**src/hw/rtl/gtba_pkg.sv**
```systemverilog
// Shared types, constants and coefficient table functions for the tone bank.
`default_nettype none
package gtba_pkg;

    localparam int SAMPLE_W    = 16;
    localparam int STATE_W     = 40;
    localparam int COEF_W      = 18;
    localparam int TONE_W      = 6;
    localparam int QUEUE_DEPTH = 4;

    localparam int DEF_NUM_BINS          = 48;
    localparam int DEF_SAMPLE_RATE_HZ    = 44100;
    localparam int DEF_BASE_FREQ_MILLIHZ = 65406;
    localparam int DEF_STEPS_PER_OCTAVE  = 12;

    localparam logic [63:0] Q30_ONE = 64'd1073741824;
    localparam logic [63:0] PI_Q30  = 64'd3373259426;

    typedef struct packed {
        logic                       last;
        logic signed [SAMPLE_W-1:0] sample;
    } queue_entry_t;

    // Rounds v / 2^sh, halves away from zero.
    function automatic logic signed [63:0] round_shift64(input logic signed [63:0] v,
                                                         input int sh);
        logic signed [63:0] half;
        half = 64'sd1 <<< (sh - 1);
        if (v < 0) begin
            return (v + half - 64'sd1) >>> sh;
        end
        return (v + half) >>> sh;
    endfunction

    // r^n in Q30, truncated after each product; zero once it passes 2.0.
    function automatic logic [63:0] q30_pow(input logic [63:0] r, input int n);
        logic [63:0] acc;
        acc = Q30_ONE;
        for (int i = 0; i < n; i++) begin
            acc = (acc * r) >> 30;
            if (acc > 2 * Q30_ONE) begin
                return 64'd0;
            end
        end
        return acc;
    endfunction

    // Largest Q30 ratio whose steps-th power stays at or below 2.0.
    function automatic logic [63:0] ratio_search(input int steps);
        logic [63:0] lo;
        logic [63:0] hi;
        logic [63:0] mid;
        logic [63:0] pw;
        lo = Q30_ONE;
        hi = 2 * Q30_ONE;
        while (lo < hi) begin
            mid = lo + (hi - lo + 64'd1) / 2;
            pw  = q30_pow(mid, steps);
            if (pw != 64'd0 && pw <= 2 * Q30_ONE) begin
                lo = mid;
            end else begin
                hi = mid - 64'd1;
            end
        end
        return lo;
    endfunction

    // cos of a phase given in Q32 turns, result in Q30.
    function automatic logic signed [63:0] cos_turns(input logic [31:0] u_in);
        logic [31:0]        u;
        logic               neg;
        logic [63:0]        theta;
        logic [63:0]        th2;
        logic [63:0]        term;
        logic signed [63:0] sum;
        u   = u_in;
        neg = 1'b0;
        if (u > 32'h8000_0000) begin
            u = 32'd0 - u;
        end
        if (u > 32'h4000_0000) begin
            u   = 32'h8000_0000 - u;
            neg = 1'b1;
        end
        theta = ({32'd0, u} * PI_Q30) >> 31;
        th2   = (theta * theta) >> 30;
        term  = Q30_ONE;
        sum   = signed'(term);
        for (int n = 1; n <= 10; n++) begin
            term = ((term * th2) >> 30) / 64'((2 * n - 1) * (2 * n));
            if (n % 2 == 1) begin
                sum = sum - signed'(term);
            end else begin
                sum = sum + signed'(term);
            end
        end
        return neg ? -sum : sum;
    endfunction

    // Q2.16 coefficient 2cos(w) for a bin at octave q and step m.
    function automatic logic signed [COEF_W-1:0] coef_calc(input logic [63:0] p0,
                                                          input logic [63:0] ratio,
                                                          input int q, input int m);
        logic [63:0]        ph;
        logic signed [63:0] c;
        ph = (p0 * q30_pow(ratio, m)) >> 30;
        if (q < 32) begin
            ph = (ph << q) & 64'hFFFF_FFFF;
        end else begin
            ph = 64'd0;
        end
        c = round_shift64(cos_turns(ph[31:0]), 13);
        if (c > 64'sd131071) begin
            c = 64'sd131071;
        end
        if (c < -64'sd131072) begin
            c = -64'sd131072;
        end
        return COEF_W'(c);
    endfunction

endpackage
`default_nettype wire

```
**src/hw/rtl/gtba_front.sv**
```systemverilog
// Input side: accepts sample items and holds them in a short queue.
`default_nettype none
module gtba_front (
    input  wire logic                  aclk,
    input  wire logic                  aresetn,
    input  wire logic                  s_axis_tvalid,
    output logic                       s_axis_tready,
    input  wire logic [15:0]           s_axis_tdata,
    input  wire logic                  s_axis_tlast,
    output logic                       q_valid,
    input  wire logic                  q_pop,
    output gtba_pkg::queue_entry_t     q_entry
);
    localparam int DEPTH = gtba_pkg::QUEUE_DEPTH;
    localparam int PTR_W = $clog2(DEPTH);

    gtba_pkg::queue_entry_t entries_reg [DEPTH];
    logic [PTR_W-1:0] wr_ptr_reg, wr_ptr_next;
    logic [PTR_W-1:0] rd_ptr_reg, rd_ptr_next;
    logic [PTR_W:0]   count_reg, count_next;
    logic             push, pop;

    assign s_axis_tready = (count_reg != (PTR_W+1)'(DEPTH));
    assign q_valid       = (count_reg != '0);
    assign q_entry       = entries_reg[rd_ptr_reg];
    assign push          = s_axis_tvalid && s_axis_tready;
    assign pop           = q_valid && q_pop;

    always_comb begin
        wr_ptr_next = push ? wr_ptr_reg + 1'b1 : wr_ptr_reg;
        rd_ptr_next = pop ? rd_ptr_reg + 1'b1 : rd_ptr_reg;
        count_next  = count_reg + (PTR_W+1)'(push) - (PTR_W+1)'(pop);
    end

    always_ff @(posedge aclk) begin
        if (!aresetn) begin
            wr_ptr_reg <= '0;
            rd_ptr_reg <= '0;
            count_reg  <= '0;
        end else begin
            wr_ptr_reg <= wr_ptr_next;
            rd_ptr_reg <= rd_ptr_next;
            count_reg  <= count_next;
        end
    end

    always_ff @(posedge aclk) begin
        if (push) begin
            entries_reg[wr_ptr_reg] <= '{last: s_axis_tlast, sample: s_axis_tdata};
        end
    end
endmodule
`default_nettype wire

```
**config.mk**
```make
export PLATFORM = sky130hd
export DESIGN_NAME = gtba_front
export DESIGN_NICKNAME = d
export VERILOG_FILES = /design/src/hw/rtl/gtba_pkg.sv /design/src/hw/rtl/gtba_front.sv
export SDC_FILE = /design/constraint.sdc
export NUM_CORES = 1
export LEC_CHECK = 0
export CORE_ASPECT_RATIO = 0.75
export CORE_MARGIN = 5
export CORE_UTILIZATION = 50
export DETAILED_ROUTE_END_ITERATION = 10
export DONT_BUFFER_PORTS = 1
export GPL_TIMING_DRIVEN = 1
export PLACE_DENSITY_LB_ADDON = 0.12
export SLEW_MARGIN = 40
export SYNTH_ARGS = -nofsm -noshare
export SYNTH_HDL_FRONTEND = slang
export SYNTH_SLANG_ARGS = --single-unit
```
**constraint.sdc**
```tcl
create_clock -name aclk -period 3.1 [get_ports aclk]
set_clock_uncertainty 0.15 [all_clocks]
set_input_delay 0.465 -clock aclk [delete_from_list [all_inputs] [get_ports aclk]]
set_output_delay 0.465 -clock aclk [all_outputs]
set_load 0.01 [all_outputs]
```
==> impl_metrics.ini, run 1 <==
[outcome]
status = completed

[clock_tree]
numCtsBuffers = 9
clk_pin_slew_ps = 70
cts_hold_buf = 0
clockRootBuffer = clkbuf_8
cts_setup_buffers = 0
insertion_delay_ps = 330
cts_max_level = 3
cts_tree = built
ctsLongestPathBuffers = 2
clock_sinks = 77
cts_resized = 0

[floorplan]
core_area_mm2 = 0.005796
placementRows = 24
initial_core_util_pct = 51.30
die_w_um = 99.04
die_y_um = 76.78
fp.dieArea_mm2 = 0.007604
io_pins = 40

[global_routing]
grt_pass1_wl_um = 7638
groute.usage.overall_pct = 13.82
grt_pass1_vias = 1415
grt-ovfl-total = 0
grt_max_degree = 18
antenna_found_initial = 0

[place]
port_buffers = 0
place.gp.congestion = 0.6728
detailed_place_hpwl_um = 3076
dpl_cell_area_mm2 = 0.003063

[yosys]
syn_avg_cell_area_um2 = 21.70
synth_top_area_share_pct = 68.69
synth_cell_types = 21
ys_seq_elements = 77
ys_seq_area_share_pct = 74.75
yosys.area.top_type = edfxtp_1
syn-num-nets = 165
synth_area_mm2 = 0.002973
ys_top_cells_by_area = edfxtp_1 (69%), mux4_2 (7.6%), mux4_1 (6.2%)
synth_edf_count = 68
synthArstFlopShare_pct = 0
ys.warnings.count = 0
synth_ff_type = edfxtp_1
syn_inst = 137

[layout]
largest_reg_flops = 68
diodes = 0
mostFrequentLayoutCell = edfxtp_1
final_layout_size_suffix_gt1_share_pct = 21.57
fillCellCount = 427
final_cell_mix = edfxtp_1 (68), mux4_2 (10), clkbuf_8 (9)
area_growth_pct = 10.27
final_area_mm2 = 0.003278
layout.nets = 176

[sta]
drv_slew = 0
setup_viol = 0
fin_crit_sh_pct = 85.04
hold_violations = 0
fmaxAchievable_mhz = 379.3
tightest_slew_ps = 593.3
fin_crit_ps = 2636
rsz0062_at_grt = no
tns_ps = 0
relSlewSlack_pct = 60.44

[worst_setup_path]
crit_fanout = 7
reg2reg_depth = 11
path_class = reg -> reg
reg2reg_from = count_reg[1]
ff2ff_setup_slack_ps = 460
worst_path_most_repeated_cell = inv_1
critPathRequiredTime_ps = 3180
critPathLaunch = count_reg[1]
arrival_ps = 2720
crit_path_top_delay_cell = dfxtp_1
cp-endpoint = count_reg[2]
timing.rr.end = count_reg[2]
path_cells = nor2_1 -> a21boi_2 -> inv_1 -> ha_1 -> inv_1 -> ha_1 -> inv_1 -> fa_1 -> xnor2_1 -> xnor2_1 -> and2_1
startpoint_type = flop
max_stage_delay_ps = 470
worstSetupEndpointType = flop

[route]
wire_per_inst_um = 20.47
drt-initial-drc-count = 30
via_per_inst = 5.468
ant_nets = 0
drt-total-wl_um = 4728
num_vias = 1263
drc_errors = 0
dr.pass1.iters = 4

[power_and_ir_drop]
power_mw = 2.658
worst_ir_drop_vdd_v = 0.0004337
p_per_area_mw_per_mm2 = 810.9
p_leak_nw = 1.077

[worst_hold_path]
hold_class = in -> reg

[flow_run]
maxCapViolations = 0
[kinds of logic after synthesis]
family                     after synthesis  synth area share (%)
xor gates and xnor gates                 4                 1.178
buffers and inverters                   10                 2.146
DFF                                     77                 74.75
and+or+nand+nor                         17                 3.072
adders and majority gates                7                 3.199
muxes                                   19                 14.44
AOI/OAI and AO/OA                        3                 1.221
[routing by layer]
metal  global-route usage, %  wire length (um)  vias to the layer above
met5                       0                 0                        -
met4                   5.048                61                        0
met3                   7.888               428                        6
met2                   22.45              2491                       40
met1                   15.10              1746                      652
li1                        -                 -                      565
[worst min-delay path by stage]
stage          slack, ps  cells after the start             start                 end
2_1_floorplan        320                      2     wr_ptr_reg[1]       wr_ptr_reg[1]
4_1_cts               50                      0  s_axis_tdata[10]  entries_reg[3][10]
5_1_grt               40                      0  s_axis_tdata[10]  entries_reg[3][10]
6_report              70                      0  s_axis_tdata[10]  entries_reg[3][10]
3_5_place_dp         360                      2     wr_ptr_reg[0]       wr_ptr_reg[0]
3_3_place_gp         330                      2     wr_ptr_reg[1]       wr_ptr_reg[1]
[worst max-delay path, delay by kind of cell, from the launching register on]
kind | cells | cell delay, ps
compound gates | 1 | 320
flops | 1 | 470
fa+ha+maj | 3 | 810
simple gates | 2 | 280
xor+xnor | 2 | 300
buf+inv | 3 | 200
[final cells by class]
type | count | area, um^2 | share of cell area [%]
Tap cell | 78 | 97.59 | 2.977
Clock buffer | 9 | 123.9 | 3.779
Clock inverter | 7 | 90.09 | 2.748
Timing Repair Buffer | 5 | 37.54 | 1.145
Sequential cell | 77 | 2223 | 67.82
Inverter | 5 | 18.77 | 0.5725
Multi-Input combinational cell | 50 | 686.9 | 20.95
[stage by stage]
stage,cells,hold WS [ps],utilization [%],worst slack [ps]
after global placement,215,330.9,52.85,670.5
after detailed placement,215,362.3,52.85,457.2
after floorplan,137,317.7,-,731.1
final,231,71.96,56.56,463.7
after global routing,231,36.14,56.56,328.0
after CTS,231,53.91,56.54,468.5
[power by group]
group / total (mW) / internal (mW) / switching (mW)
logic: 0.543 / 0.251 / 0.292
registers: 1.34 / 1.27 / 0.0746
clock network: 0.774 / 0.448 / 0.326
total: 2.66 / 1.97 / 0.692
[cell usage after synthesis, types with 2 or more instances]
master and number:
mux4_2 10, mux4_1 7, buf_2 2, ha_1 6, xnor2_1 4, inv_1 5, edfxtp_1 68, nand2_1 5
and2_1 7, dfxtp_1 9, mux2i_1 2, nor2b_1 3
(Power assumes the default switching activity.)
==> inputs of run 2 (changes only) <==
==> constraint.sdc (replaced) <==
create_clock -name aclk -period 3.1 [get_ports aclk]
set_clock_uncertainty 0.15 [all_clocks]
set_input_delay 0.465 -clock aclk [delete_from_list [all_inputs] [get_ports aclk]]
set_output_delay 0.465 -clock aclk [all_outputs]
set_load 0.02 [all_outputs]
==> run 2 against run 1 <==
  * Critical path depth unchanged
  * Combinational power increased by 13%
  * Sequential power about the same
  * Wire length decreased by 1.9%
  * Global-route usage decreased by 0.65 points
  * Critical endpoint unchanged
  * Setup slack improved by 19 ps
  * First-iteration DRC count decreased by 3.3%
  * Cell count unchanged
  * Final area about the same
==> impl_metrics.ini, run 2 (same netlist as run 1, synthesis figures left out) <==
[power_and_ir_drop]
p_leak_nw = 1.076
power_frac_clock_pct = 27.8
p_per_area_mw_per_mm2 = 837.9
p_sw_mw = 0.7717
p_comb_share_pct = 22.4
internal-power_mw = 1.973
worst_ir_drop_vdd_v = 0.0003638
p_seq_share_pct = 49.8
swShare_pct = 28.12

[route]
drt-total-wl_um = 4640
wire_per_inst_um = 20.09
drt-initial-drc-count = 29
num_vias = 1250
via_per_inst = 5.411
drc_errors = 0
dr.pass1.iters = 4
ant_nets = 0

[place]
detailed_place_hpwl_um = 3110
place.gp.congestion = 0.7172
port_buffers = 0
place_inst = 216

[worst_setup_path]
path_cells = nor2_1 -> a21boi_2 -> inv_1 -> ha_1 -> inv_1 -> ha_1 -> inv_1 -> fa_1 -> xnor2_1 -> xnor2_1 -> and2_1
crit_fanout = 7
critPathRequiredTime_ps = 3180
max_stage_delay_ps = 460
arrival_ps = 2700
path_class = reg -> reg
crit_path_top_delay_cell = dfxtp_1
path_buf_inv = 3
worst_path_most_repeated_cell = inv_1
startpoint_type = flop
path_delay_family = adder cells
worstSetupEndpointType = flop

[clock_tree]
insertion_delay_ps = 330
cts_setup_buffers = 0
cts_tree = built
cts_hold_buf = 0
clk_pin_slew_ps = 70
clock_sinks = 77
clockRootBuffer = clkbuf_8
cts_max_level = 3
numCtsBuffers = 9
cts_resized = 0
ctsLongestPathBuffers = 2

[floorplan]
fp.dieArea_mm2 = 0.007604
die_y_um = 76.78
core_area_mm2 = 0.005796
die_w_um = 99.04
initial_core_util_pct = 51.30
placementRows = 24
io_pins = 40

[sta]
drv_slew = 0
relSlewSlack_pct = 53.51
tns_ps = 0
fin_crit_ps = 2618
rsz0062_at_grt = no
fin_crit_sh_pct = 84.44
tightest_slew_ps = 696.4
setup_viol = 0
fmaxAchievable_mhz = 382.0
hold_violations = 0
timing.hold.ws_ps = 69.94

[layout]
register_area_mm2 = 0.002223
mostFrequentLayoutCell = edfxtp_1
diodes = 0
layoutNonFillerInstCount = 231
largest_reg_flops = 68
area_growth_pct = 10.19
layout.nets = 177
multi_input_area_um2 = 686.9
final_cell_mix = edfxtp_1 (68), mux4_2 (10), clkbuf_8 (9)
final_layout_size_suffix_gt1_share_pct = 20.92
fillCellCount = 431

[flow_run]
maxCapViolations = 0

[worst_hold_path]
hold_class = in -> reg

[global_routing]
grt-ovfl-total = 0
grt_pass1_wl_um = 7410
grt_pass1_vias = 1393
groute.usage.overall_pct = 13.17
antenna_found_initial = 0
grt_max_degree = 18

[outcome]
status = completed
[run 2: changes by cell type in the layout (fill, tap and decap cells not counted), sizes merged]
cell,before,now
clkinv,4,2
buf,5,6
clkbuf,9,10
[run 2: final timing paths]
kind	startpoint	endpoint	slack (ps)	depth (start not counted)
setup / recovery	count_reg[1]	count_reg[2]	480	11
hold / removal	s_axis_tlast	entries_reg[1][16]	70	0
setup reg to reg	count_reg[1]	count_reg[2]	480	11
hold reg to reg	wr_ptr_reg[1]	wr_ptr_reg[1]	350	2
[run 2: per-stage QoR]
stage	cell area, um^2	worst slack (ps)	power, mW	util [%]
2_1_floorplan	2973	731.1	1.905	-
3_3_place_gp	3070	661.0	1.988	52.98
3_5_place_dp	3070	463.6	2.021	52.98
4_1_cts	3274	420.8	2.785	56.50
5_1_grt	3276	310.3	2.880	56.52
6_report	3276	482.4	2.745	56.52
[run 2: final cells by class]
class	count	share of cell area, %
clock inverter	5	2.330
timing repair buffer	6	1.375
tap	78	2.979
inverter	5	0.5730
sequential	77	67.88
clock buffer	10	3.896
multi-input combinational	50	20.97
[run 2: power groups by stage]
| stage | registers [mW] | clock network, mW | logic (mW) |
|---|---|---|---|
| 2_1_floorplan | 1.33 | 0 | 0.572 |
| 3_3_place_gp | 1.38 | 0 | 0.606 |
| 3_5_place_dp | 1.39 | 0 | 0.626 |
| 4_1_cts | 1.37 | 0.782 | 0.630 |
| 5_1_grt | 1.39 | 0.827 | 0.665 |
| 6_report | 1.37 | 0.762 | 0.616 |
[run 2: layer usage]
layer | track usage [%] | wire, um | vias up
li1 | - | - | 568
met5 | 0 | 0 | -
met1 | 14.17 | 1789 | 640
met3 | 8.432 | 470 | 8
met2 | 21.18 | 2301 | 34
met4 | 4.366 | 78 | 0
